**src/pcfs_pkg.sv**
```systemverilog
// ----------------------------------------------------------------------------
// pcfs_pkg
// Shared widths, codes and status types for the point charge field sum block.
// ----------------------------------------------------------------------------
package pcfs_pkg;

  localparam int POS_W       = 16;
  localparam int FIELD_W     = 32;
  localparam int K_W         = 32;
  localparam int ENTRY_W     = 3 * POS_W;
  localparam int DEFAULT_MAX_CHARGES = 64;
  localparam logic [K_W-1:0] K_RESET = 32'h0001_0000;

  localparam int S_W     = 33;
  localparam int ROOT_W  = 31;
  localparam int SQRT_W  = 64;
  localparam int SQRT_STEPS = 32;
  localparam int DEN_W   = 64;
  localparam int KQ_W    = 48;
  localparam int NUM_W   = 64;
  localparam int MAG_W   = 40;
  localparam int SAT_SHIFT  = 26;
  localparam int FRAC_SHIFT = 14;
  localparam int ROOT_SHIFT = 28;
  localparam int ACC_W   = 64;

  localparam logic OP_ADD   = 1'b0;
  localparam logic OP_QUERY = 1'b1;

  typedef struct packed {
    logic             done;
    logic             sat;
    logic [MAG_W-1:0] mag;
  } div_stat_t;

endpackage

```
**src/pcfs_sqrt.sv**
```systemverilog
// ----------------------------------------------------------------------------
// pcfs_sqrt
// Iterative integer square root, one result bit per cycle.
// ----------------------------------------------------------------------------
module pcfs_sqrt
  import pcfs_pkg::*;
(
  input  logic              clk,
  input  logic              rst,
  input  logic              start,
  input  logic [SQRT_W-1:0] value,
  output logic              done,
  output logic [ROOT_W-1:0] root
);

  logic              busy;
  logic [SQRT_W-1:0] rem;
  logic [SQRT_W-1:0] res;
  logic [SQRT_W-1:0] bitv;
  logic [4:0]        cnt;
  logic [SQRT_W-1:0] trial;

  assign trial = res + bitv;
  assign root  = res[ROOT_W-1:0];

  always_ff @(posedge clk) begin
    if (rst) begin
      busy <= 1'b0;
      done <= 1'b0;
    end else begin
      done <= 1'b0;
      if (start) begin
        busy <= 1'b1;
      end else if (busy && cnt == '0) begin
        busy <= 1'b0;
        done <= 1'b1;
      end
    end
  end

  always_ff @(posedge clk) begin
    if (start) begin
      rem  <= value;
      res  <= '0;
      bitv <= SQRT_W'(1) << (SQRT_W - 2);
      cnt  <= 5'(SQRT_STEPS - 1);
    end else if (busy) begin
      if (rem >= trial) begin
        rem <= rem - trial;
        res <= (res >> 1) + bitv;
      end else begin
        res <= res >> 1;
      end
      bitv <= bitv >> 2;
      cnt  <= cnt - 5'd1;
    end
  end

endmodule

```
**config.mk**
```make
export PLATFORM = sky130hd
export DESIGN_NAME = pcfs_sqrt
export DESIGN_NICKNAME = d
export VERILOG_FILES = /design/src/pcfs_pkg.sv /design/src/pcfs_sqrt.sv
export SDC_FILE = /design/constraint.sdc
export NUM_CORES = 1
export LEC_CHECK = 0
export BUFFER_PORTS_ARGS = -buffer_cell sky130_fd_sc_hd__buf_2
export CAP_MARGIN = 20
export CORE_MARGIN = 2
export CORE_UTILIZATION = 55
export DETAILED_ROUTE_END_ITERATION = 12
export GPL_ROUTABILITY_DRIVEN = 0
export PLACE_DENSITY_LB_ADDON = 0.12
export SLEW_MARGIN = 40
export SYNTH_ARGS = -nofsm -noshare
export SYNTH_HDL_FRONTEND = slang
export SYNTH_SLANG_ARGS = --single-unit
```
**constraint.sdc**
```tcl
create_clock -name clk -period 8.6 [get_ports clk]
set_clock_uncertainty 0.1 [all_clocks]
set_input_delay 0.43 -clock clk [delete_from_list [all_inputs] [get_ports clk]]
set_output_delay 0.43 -clock clk [all_outputs]
set_load 0.05 [all_outputs]
```
# Word level (Yosys, flattened, before mapping)
# Cells that the tools add are included.
op_classes:
  reduce_logical: 7
  addsub: 4
  muxes: 7
  magnitude_cmp: 1
op_table:
  columns: ["op", "n"]
  rows:
  - ["2-to-1 mux 64 bit", 4]
  - ["adder 63 x 63 -> 64 bit", 1]
  - ["adder 64 x 63 -> 64 bit", 1]
  - [">= comparator 64 bit", 1]
  - ["subtractor 64 bit", 1]
  - ["nonzero test 2 bit", 3]
  - ["zero test 5 bit", 1]
  - ["subtractor 5 x 1 -> 5 bit, second input constant", 1]
  - ["2-to-1 mux 1 bit", 3]
  - ["AND reduction 2 bit", 1]
  - ["OR reduction 2 bit", 1]
  - ["logical AND 1 bit", 1]
totals:
  wordCells: 25
  in_bits: 67
  output_inout_bits: 32
  register_bits: 167

# Logic depth before layout (Yosys ltp)
logic_depth:
  word_depth: 5
  mapped_depth: 27
  depth_no_buf: 23

# Worst setup path after synthesis
# OpenSTA, ideal clock, no wires.
synth_path:
  kind: "register to register"
  start: "reg res[2]"
  end: "reg rem[0], enable pin"
  setup_ns: 0.423
  path_stages_with_launch: 21
  path_buffers: 1
  setup_slack_ns: 2.332
  synth_period_minus_slack_ns: 6.268
  required_ns: 8.077
  t_arrival_ns: 5.744
  path_cell_list: "dfxtp_1 ha_1 a31oi_1 o21bai_1 a211oi_1 nor3_2 a31oi_1 o21ai_1 nor3b_1 a211oi_1 o21bai_1 xnor2_1 ha_1 nand4_1 or3_1 nor4b_2 o211ai_1 and3_4 buf_6 nand2b_1 nand2_1"
synth_between:
  elab_chain_len: 4
synth_lines:
  columns: ["element", "line", "source"]
  rows:
  - ["start: declaration", "pcfs_sqrt.sv:18", "logic [SQRT_W-1:0] res;"]
  - ["start signal: assignment", "pcfs_sqrt.sv:50", "res <= (res >> 1) + bitv;"]
  - ["start signal: assignment", "pcfs_sqrt.sv:52", "res <= res >> 1;"]
  - ["adder 64 x 63 -> 64 bit", "pcfs_sqrt.sv:23", "assign trial = res + bitv;"]
  - [">= comparator 64 bit", "pcfs_sqrt.sv:48", "if (rem >= trial) begin"]
  - ["nonzero test 2 bit (no line)", null, null]
  - ["AND reduction 2 bit (no line)", null, null]
  - ["end signal: assignment", "pcfs_sqrt.sv:43", "rem <= value;"]
  - ["end signal: assignment", "pcfs_sqrt.sv:49", "rem <= rem - trial;"]
  - ["end: declaration", "pcfs_sqrt.sv:17", "logic [SQRT_W-1:0] rem;"]
# Every way passes these cells.
# A chain may end at the register's enable or synchronous reset.

# Worst setup path after layout
layout_path:
  start: "reg res[2]"
  end: "reg rem[34], enable pin"
# The elaborated chain is that of the path after synthesis.

==> impl_metrics.csv <==
group,metric,value,unit
critical_path,crit_chain,"ha_1 -> a31oi_1 -> o21bai_1 -> a211oi_1 -> nor3_2 -> a311oi_1 -> o21ai_1 -> a31oi_1 -> o21bai_1 -> a31oi_1 -> xor2_1 -> ha_1 -> nand3_1 -> nor4_1 -> nor4b_2 -> a211oi_1 -> and3_4 -> nand2b_1 -> nand2_4 -> buf_12",
clock_network,cts_root_buf,"clkbuf_16",
timing,worst_hold_slack,0.0450,ns
synthesis,async_flop_share,0,%
critical_path,regToRegSetupSlack,1.83,ns
critical_path,ff2ff_path_depth,20,
route,wirelength,42.0,mm
synthesis,synth_edf_count,64,
critical_path,path_common_cell,"a31oi_1",
placement,dpl.hpwl,31.8,mm
timing,setup_tns,0,ns
finish,area_growth,6.26,%
critical_path,crit_fanout,60,
clock_network,postCtsSetupRepairBufs,0,
die,start_util,55.6,%
critical_path,path_class,"reg2reg",
timing,final.min_clock_period,6.77,ns
synthesis,netlist-cell-type-count,96,
timing,period_share,78.7,%
die,die_h,171,um
finish,num-fill-cells,2575,
finish,fin_nets,2128,
clock_network,cts-htree-levels,4,
clock_network,hold_buffers,0,
min_path,holdPathStages,2,
synthesis,syn_area_per_cell,7.97,sq um
power_and_ir_drop,vdd_drop_max,141,uV
power_and_ir_drop,p_per_area,266,nW/um^2
synthesis,synth_ff_type,"dfxtp_1",
finish,seq_area,3990,sq um
run_status,status,"complete, no violations",
critical_path,slowest_stage,"a311oi_1",
critical_path,end_kind,"flip-flop",
synthesis,syn-cell-area,15400,sq um
critical_path,arrival,6.82,ns
finish,fin_util,59.1,%
die,io_pins,99,
grt,grt_pass1_vias,13400,
timing,rsz0062_at_grt,"false",
grt,antenna_found_initial,0,
timing,setup_viol,0,
critical_path,worstSetupStartpointType,"flip-flop",
finish,instances_no_fill,2320,
run,maxCapViolCount,0,
grt,grt_remaining_overflow,0,
grt,grt_max_degree,90,
critical_path,required,8.65,ns
finish,num_antenna_cells,0,
die,dieArea,29400,sq um
route,avgRoutedWirePerCell,18.1,um
die,core_area,27700,sq um
route,antenna_left,0,
timing,drv_slew,0,
finish,drive_gt1_share,10.4,%
route,drc,0,
synthesis,synth-seq-cells,167,
power_and_ir_drop,power.leakage,6.39,nW
placement,dpl_cell_area,15800,sq um
finish,finalInstanceArea,16400,sq um
clock_network,cts_resized,0,
clock_network,cts.sinks,167,
route,drt_iter0_drc,1361,
grt,grt_pass1_wl,68.1,mm
placement,port-buffer-count,98,
synthesis,synth_nets,2133,
critical_path,slowest_delay,0.53,ns
synthesis,synth-seq-area-share,25.9,%
route,viasPerCell,6.15,
min_path,hold_class,"in2reg",
synthesis,yosysWarnings,0,
synthesis,yosys-top-cells-count,"211 x nand2_1, 199 x nor2_1, 149 x o21ai_0, 131 x ha_1, 125 x a21oi_1",
clock_network,clk_path_buf_depth,2,
die,die_w,171,um
die,fp-row-count,61,
timing,hold_viol_final,0,
clock_network,cts_tree,"built",
timing,fmax,148,MHz
critical_path,reg2reg_to,"rem[34]",
min_path,worstHoldStart,"rst",
synthesis,syn_inst,1934,
clock_network,numCtsBuffers,17,
placement,placedCellCount,2288,
route,vias,14300,
route,dr.pass1.iters,6,
timing,slew_headroom,50.8,%
finish,multi_input_area,10600,sq um
clock_network,cts.reportedPaths.clkPinSlew,0.07,ns
min_path,hold_end,"busy",
synthesis,synth_top_cell_area_share,13.4,%
clock_network,clock_latency,0.45,ns
synthesis,yosysTopAreaCell,"dfxtp_1",
grt,grt_use_total,28.8,%
timing,worst_pin_slew,0.738,ns
critical_path,r2r-start,"res[2]",
synthesis,synth_most_common_cell,"nand2_1",
synthesis,synth_area_leaders,"dfxtp_1 13%, edfxtp_1 12%, ha_1 11%, nand2_1 5.1%, nor2_1 4.8%",
==> cell usage in the layout, fill, tap and decap left out, types with 31 or more instances in the layout <==
cell      Yosys  routed
xnor2_1      79      79
xor2_1       64      64
nor2_1      199     199
a21o_1       48      48
o21bai_1     31      31
o21ai_0     149     149
ha_1        131     131
dfxtp_1     103     102
nand3_1      41      41
buf_2        12      97
nand4_1      33      33
a31oi_1      71      71
mux2i_1      51      51
nand2_1     211     210
a21oi_1     125     125
edfxtp_1     64      64
a211oi_1     34      34
inv_1        48      48
==> through the flow <==
step | power [mW] | worst slack (ns)
after floorplan | 3.08 | 2.33
after global routing | 4.67 | 1.33
after global placement | 3.49 | 1.72
after detailed placement | 3.53 | 1.84
after CTS | 4.34 | 1.79
final | 4.36 | 1.83
==> state kept, by name, indices dropped and copies added (netlist names) <==
| signal | flops |
|---|---|
| bitv | 32 |
| rem | 64 |
| res | 64 |
| busy | 1 |
| done | 1 |
| cnt | 5 |
==> routing by layer <==
metal  share of wire (%)  wire, um  GRT usage [%]
met5                   0         0              0
met4                 1.9       807           7.15
met3                 5.8      2430           3.96
met2                  46     19200           48.2
met1                  46     19500           39.1
==> cell families (layout without fill, tap and decap cells) <==
logic type	Yosys count	in the layout	synth area share, %
adders and majority gates	132	132	10.8
and+or+nand+nor	630	630	18.9
xor gates and xnor gates	143	143	8.13
DFF	167	167	25.9
buffers and inverters	179	187	5.64
muxes	62	62	4.12
AOI/OAI and AO/OA	621	621	26.6
==> power by group <==
| part | leakage (nW) | switching [mW] | internal (mW) | total [mW] |
|---|---|---|---|---|
| Sequential | 1.48 | 0.137 | 1.04 | 1.18 |
| Combinational | 4.63 | 1.47 | 0.920 | 2.39 |
| Clock | 0.284 | 0.360 | 0.435 | 0.795 |
| Total | 6.39 | 1.97 | 2.40 | 4.36 |
==> area by class of cell <==
class                   instances  share of cell area [%]
flip-flops and latches        167                    24.4
multi-input cells            1588                    64.5
clock inverters                14                   0.994
well taps                     378                    2.89
repair buffers                106                    3.50
inverters                      49                    1.12
clock buffers                  18                    2.62
==> how the worst max path moves through the flow <==
| stage | startpoint | to | slack, ns |
|---|---|---|---|
| after CTS | res[2] | rem[44] | 1.79 |
| after global routing | res[2] | rem[34] | 1.33 |
| after global placement | res[0] | rem[34] | 1.72 |
| after detailed placement | res[2] | rem[34] | 1.84 |
| after floorplan | res[2] | rem[0] | 2.33 |
| final | res[2] | rem[34] | 1.83 |
==> worst max-delay path: cells and delay by family, from the launching register on <==
kind	cells	cell delay (ns)
DFF	1	0.46
buffers and inverters	1	0.28
adders and majority gates	2	0.66
and+or+nand+nor	7	2.36
xor gates and xnor gates	1	0.11
AOI/OAI and AO/OA	9	2.44
(Power assumes the default switching activity.)
