`config.mk`:
```
export PLATFORM = sky130hd
export DESIGN_NAME = pcfs_div
export DESIGN_NICKNAME = d
export VERILOG_FILES = /design/src/pcfs_pkg.sv /design/src/pcfs_div.sv
export SDC_FILE = /design/constraint.sdc
export NUM_CORES = 1
export LEC_CHECK = 0
export ABC_AREA = 1
export BUFFER_PORTS_ARGS = -buffer_cell sky130_fd_sc_hd__buf_4
export CORE_ASPECT_RATIO = 1.25
export CORE_MARGIN = 2
export CORE_UTILIZATION = 60
export CTS_CLUSTER_DIAMETER = 30
export DETAILED_ROUTE_END_ITERATION = 10
export PLACE_DENSITY = 0.86
export SYNTH_ARGS = -nofsm -noshare
export SYNTH_HDL_FRONTEND = slang
export SYNTH_SLANG_ARGS = --single-unit
```
`constraint.sdc`:
```
create_clock -name clk -period 5.2 [get_ports clk]
set_input_delay 0.78 -clock clk [delete_from_list [all_inputs] [get_ports clk]]
set_output_delay 0.78 -clock clk [all_outputs]
set_load 0.1 [all_outputs]
```
`src/pcfs_pkg.sv`:
```
// ----------------------------------------------------------------------------
// pcfs_pkg
// Shared widths, codes and status types for the point charge field sum block.
// ----------------------------------------------------------------------------
package pcfs_pkg;

  localparam int POS_W       = 16;
  localparam int FIELD_W     = 32;
  localparam int K_W         = 32;
  localparam int ENTRY_W     = 3 * POS_W;
  localparam int DEFAULT_MAX_CHARGES = 64;
  localparam logic [K_W-1:0] K_RESET = 32'h0001_0000;

  localparam int S_W     = 33;
  localparam int ROOT_W  = 31;
  localparam int SQRT_W  = 64;
  localparam int SQRT_STEPS = 32;
  localparam int DEN_W   = 64;
  localparam int KQ_W    = 48;
  localparam int NUM_W   = 64;
  localparam int MAG_W   = 40;
  localparam int SAT_SHIFT  = 26;
  localparam int FRAC_SHIFT = 14;
  localparam int ROOT_SHIFT = 28;
  localparam int ACC_W   = 64;

  localparam logic OP_ADD   = 1'b0;
  localparam logic OP_QUERY = 1'b1;

  typedef struct packed {
    logic             done;
    logic             sat;
    logic [MAG_W-1:0] mag;
  } div_stat_t;

endpackage

```
`src/pcfs_div.sv`:
```
// ----------------------------------------------------------------------------
// pcfs_div
// Bit-serial restoring divider for one field component, with clamp detect.
// ----------------------------------------------------------------------------
module pcfs_div
  import pcfs_pkg::*;
(
  input  logic             clk,
  input  logic             rst,
  input  logic             start,
  input  logic [NUM_W-1:0] num,
  input  logic [DEN_W-1:0] den,
  output div_stat_t        stat
);

  logic                     busy;
  logic                     done;
  logic                     sat;
  logic [DEN_W-1:0]         rem;
  logic [MAG_W-1:0]         lo;
  logic [MAG_W-1:0]         quo;
  logic [5:0]               cnt;
  logic [DEN_W:0]           rem2;
  logic                     big;

  assign big  = {{SAT_SHIFT{1'b0}}, num} >= {den, {SAT_SHIFT{1'b0}}};
  assign rem2 = {rem, lo[MAG_W-1]};

  assign stat.done = done;
  assign stat.sat  = sat;
  assign stat.mag  = quo;

  always_ff @(posedge clk) begin
    if (rst) begin
      busy <= 1'b0;
      done <= 1'b0;
    end else begin
      done <= 1'b0;
      if (start) begin
        busy <= 1'b1;
      end else if (busy && cnt == '0) begin
        busy <= 1'b0;
        done <= 1'b1;
      end
    end
  end

  always_ff @(posedge clk) begin
    if (start) begin
      sat <= big;
      rem <= DEN_W'(num[NUM_W-1:SAT_SHIFT]);
      lo  <= {num[SAT_SHIFT-1:0], {FRAC_SHIFT{1'b0}}};
      quo <= big ? '1 : '0;
      cnt <= 6'(MAG_W - 1);
    end else if (busy) begin
      if (!sat) begin
        if (rem2 >= {1'b0, den}) begin
          rem <= DEN_W'(rem2 - {1'b0, den});
          quo <= {quo[MAG_W-2:0], 1'b1};
        end else begin
          rem <= rem2[DEN_W-1:0];
          quo <= {quo[MAG_W-2:0], 1'b0};
        end
        lo <= lo << 1;
      end
      cnt <= cnt - 6'd1;
    end
  end

endmodule

```
# Word-level counts from Yosys, hierarchy flattened
# Cells that the tools add are included.
[op_classes]
add_sub_neg = 2
n_lt_le_gt_ge = 2
n_eq_ne = 1
mux = 15
n_bitwise = 1
reduce_logical = 7
[ops]
columns = ["op", "count"]
rows = [
  ["$mux W40", 7],
  ["$mux W38", 3],
  ["$ge A64 B90 Y1", 1],
  ["$ge A65 B64 Y1", 1],
  ["$mux W64", 1],
  ["$sub A64 B64 Y64", 1],
  ["$logic_not A6 Y1", 1],
  ["$sub A6 B1 Y6 const B", 1],
  ["$mux W1", 4],
  ["$reduce_and A2 Y1", 2],
  ["$reduce_bool A2 Y1", 2],
  ["$ne A2 B2 Y1 const B", 1],
  ["$reduce_or A2 Y1", 1],
  ["$logic_and A1 B1 Y1", 1],
  ["$not A1 Y1", 1],
]
[totals]
register_bits = 139
in_bits = 131
word_cells = 36

# Logic depth before layout (Yosys ltp)
[logic_depth]
ltp_word = 5
ltp_mapped = 20
depth_no_buf = 18

# Least setup slack after synthesis
# No wires, ideal clock.
[synth_timing]
kind = "input -> register"
start = "input start"
end = "register lo[14] (enable)"
setup_ns = 0.457
arrival_ns = 3.488
setup_slack_ns = 1.255
stages = 4
cell_sequence = "clkbuf_1 > nor2_1 > clkbuf_1 > inv_1"
[synth_between]
elab_chain_len = 2
[synth_lines]
columns = ["item", "line_no", "source"]
rows = [
  ["start: declaration", "pcfs_div.sv:10", "input logic start,"],
  ["$ne A2 B2 Y1 (no source line) or $reduce_bool A2 Y1 (tied branches)", "n/a", ""],
  ["$reduce_and A2 Y1 (no source line) *", "n/a", ""],
  ["end signal: assignment", "pcfs_div.sv:52", "lo <= {num[SAT_SHIFT-1:0], {FRAC_SHIFT{1'b0}}};"],
  ["end signal: assignment", "pcfs_div.sv:64", "lo <= lo << 1;"],
  ["end: declaration", "pcfs_div.sv:20", "logic [MAG_W-1:0] lo;"],
]
# Every way passes the cells marked *; elsewhere a longest branch is shown, timed or not.
# A chain may end at the register's enable or synchronous reset.

# Worst setup path in the final report
[layout_timing]
start = "input den[1]"
end = "register quo[35], data pin"
[layout_between]
elab_chain_len = 3
[layout_lines]
columns = ["item", "line_no", "source"]
rows = [
  ["start: declaration", "pcfs_div.sv:12", "input logic [DEN_W-1:0] den,"],
  ["$ge A64 B90 Y1", "pcfs_div.sv:26", "assign big = {{SAT_SHIFT{1'b0}}, num} >= {den, {SAT_SHIFT{1'b0}}};"],
  ["$mux W40", "pcfs_div.sv:53", "quo <= big ? '1 : '0;"],
  ["$mux W40", "pcfs_div.sv:49", "if (start) begin"],
  ["end signal: assignment", "pcfs_div.sv:53", ""],
  ["end signal: assignment", "pcfs_div.sv:59", "quo <= {quo[MAG_W-2:0], 1'b1};"],
  ["end signal: assignment", "pcfs_div.sv:62", "quo <= {quo[MAG_W-2:0], 1'b0};"],
  ["end: declaration", "pcfs_div.sv:21", "logic [MAG_W-1:0] quo;"],
]
# No other way between the ends.

==> flow_summary_export.csv <==
group,metric,value,unit
run_status,status,"finished clean",
cells_and_area,diodes,0,
route,routed-wl-met3,3540,um
synthesis,synthCells,2270,
clock_network,clock_path_buffers,2,
clock_network,clockRootBuffer,"clkbuf_16",
worst_setup_path,cp_common_cell,"nand2_1",
global_routing,grt_max_degree,125,
place,port_buffers,172,
clock_network,post_cts_buffers,0,
route,drc,0,
worst_setup_path,slowest_stage,"nand2_1",
global_routing,grt_pass1_wl,75400,um
route,wl_per_cell,18.2,um
route,vias,15000,
clock_network,cts_hold_buf,0,
floorplan,die_area,24500,sq um
floorplan,die_h,175,um
sta,finalSetupViolCount,0,
global_routing,track_usage,40.0,%
clock_network,ctsResizeCount,0,
synthesis,synthesis.nets,2505,
cells_and_area,nFillCells,1951,
clock_network,cts_tree,"built",
synthesis,netlist.area_leader.share,24.8,%
sta,final_max_slew_viol_count,0,
sta,max_slew_margin,14.1,%
floorplan,coreArea,23000,sq um
pwr,p_sw,1.53,mW
synthesis,yosysMostFrequentCell,"nand2_1",
synthesis,synth-seq-cells,139,
sta,hold_viol_final,0,
cells_and_area,area_growth,14.9,%
floorplan,floorplan.initialDensity,60.9,%
global_routing,grt_overflow,0,
pwr,leakage,9.13,nW
floorplan,ios,173,
sta,worst_pin_slew,1.28,ns
worst_setup_path,cp_max_fo,40,
floorplan,die_w,141,um
worst_setup_path,critPathBufInv,3,
cells_and_area,fin_nets,2655,
route,routed_wl,49500,um
pwr,p_per_area,249,nW/um^2
pwr,sw_frac_of_total,38.2,%
synthesis,async_flop_share,0,%
cells_and_area,drive_above_1_share,11.4,%
sta,finalSetupTns,0,ns
synthesis,syn_area_per_cell,6.16,sq um
worst_setup_path,cpLargestDelayFamily,"simple AND/OR/NAND/NOR gates",
synthesis,synth_common_cells,"nand2_1 (925), inv_1 (432), nor2_1 (129)",
clock_network,path_clk_slew,0.07,ns
place,post-place-ws,1.26,ns
clock_network,htreeDepth,4,
route,wl_met2,24200,um
pwr,p_comb_share,31.9,%
clock_network,clock_latency,0.45,ns
synthesis,synth_warnings,0,
synthesis,synth-main-ff-cell,"edfxtp_1",
pwr,seq_power_share,33.3,%
worst_setup_path,crit_path_start_kind,"input port",
clock_network,cts_buffers,17,
worst_setup_path,crit_path_max_incr_delay,0.94,ns
worst_setup_path,timing_worst_setup_path_type,"input port to register",
worst_setup_path,worstPathArrival,3.74,ns
hold_path,hold_path.class,"register to register",
worst_setup_path,end_kind,"register",
synthesis,ys_top_cells_by_area,"nand2_1 (25%), edfxtp_1 (23%), inv_1 (12%)",
worst_setup_path,crit_chain,"buf_4 -> inv_1 -> ha_1 -> inv_1 -> nor2_1 -> o21ai_0 -> nand2_1 -> nand2_1 -> nand3_1 -> nand2_1 -> nand2_1 -> nand2_1 -> nand2_1 -> nand2_1 -> nand3_1 -> nand2_1 -> nand2_1",
sta,fin_crit,3.60,ns
synthesis,synth_seq_area_share,27.4,%
pwr,ir_drop,222,uV
synthesis,synth_cell_types,38,
route,top_layer,"met4",
clock_network,clock_sinks,139,
cells_and_area,finish.utilization,69.9,%
synthesis,synthesis.area,14000,sq um
floorplan,row_count,62,
sta,period_share,69.2,%
global_routing,antenna_found_initial,0,
synthesis,synth_edf_count,105,
synthesis,synth_top_cell_by_area,"nand2_1",
flow_run,cap_violations,0,
worst_setup_path,crit_required,5.34,ns
place,dp_hpwl,39200,um
pwr,internal_power,2.47,mW
route,first_iter_violations,1320,
sta,skew,0.0104,ns
sta,rsz0062_at_grt,"false",
sta,setup_ws,1.60,ns
route,wl_met1,18200,um
route,firstDrtPassIters,6,
global_routing,grt_pass1_vias,14500,
place,gp_congestion,1.07,
route,ant_nets,0,
route,via_per_inst,5.51,
pwr,total_power,4.00,mW
sta,max_freq,278,MHz
pwr,clkPwrFrac,34.8,%
==> layer usage <==
layer,vias up,global-route usage [%]
met5,-,0
met4,0,25.1
met3,168,7.10
met2,761,70.3
met1,6723,44.6
li1,7330,-
==> cell families (layout without fill, tap and decap cells) <==
kind of cell	count (synthesis)	count (layout)	share of synthesized area, %
AO/OA/AOI/OAI	128	128	4.84
adder cells (fa/ha/maj)	104	104	9.36
XOR/XNOR	30	30	1.88
flip-flops	139	139	27.4
buffers and inverters	501	664	14.3
AND/OR/NAND/NOR	1368	1368	42.2
==> final timing paths <==
| check | startpoint | slack [ns] | cells after the start | end |
|---|---|---|---|---|
| setup / recovery | den[1] | 1.60 | 17 | quo[35] |
| hold / removal | rem[49] | 0.48 | 2 | rem[49] |
| setup reg to reg | rem[4] | 1.88 | 15 | rem[37] |
| hold reg to reg | rem[49] | 0.48 | 2 | rem[49] |
==> flip-flops by register name, summed over array words and instances (netlist names) <==
signal and count:
rem 64, busy 1, quo 40, lo 26
cnt 6, sat 1, done 1
==> stage by stage <==
stage	area [sq um]	hold slack [ns]	cells
finish	16100	0.483	2721
global placement	15400	0.451	2689
floorplan	14000	0.443	2270
detailed placement	15400	0.460	2689
CTS	16100	0.480	2721
global route	16100	0.489	2721
==> final cells by class <==
class / instances / area [sq um] / area share [%]
inverter: 451 / 1700 / 10.6
multi-input combinational: 1630 / 8150 / 50.8
clock buffer: 17 / 425 / 2.65
sequential: 139 / 3830 / 23.9
timing repair buffer: 181 / 1360 / 8.46
clock inverter: 15 / 230 / 1.43
tap: 288 / 360 / 2.24
==> tightest hold or removal path, delay by kind of cell (launching register included) <==
family / cells / cell delay, ns
DFF: 1 / 0.33
and+or+nand+nor: 2 / 0.12
==> cell usage in the layout (no fill, tap or decap), drive strengths merged, types with 11 or more instances in the layout <==
cell,instances
nand3,136
o21ai,44
a21oi,69
nand3b,65
nand4,27
ha,103
dfxtp,34
clkinv,11
nor2,148
nor3,28
clkbuf,17
nor4,17
edfxtp,105
xnor2,28
inv,452
nand2,940
buf,181
==> power by group through the flow <==
stage	sequential, mW	combinational [mW]	clock, mW
CTS	1.33	1.25	1.39
finish	1.33	1.27	1.39
global route	1.34	1.37	1.43
global placement	1.35	1.22	0
floorplan	1.52	0.689	0
detailed placement	1.35	1.24	0
Note: power is estimated with default switching activity, not from simulation.
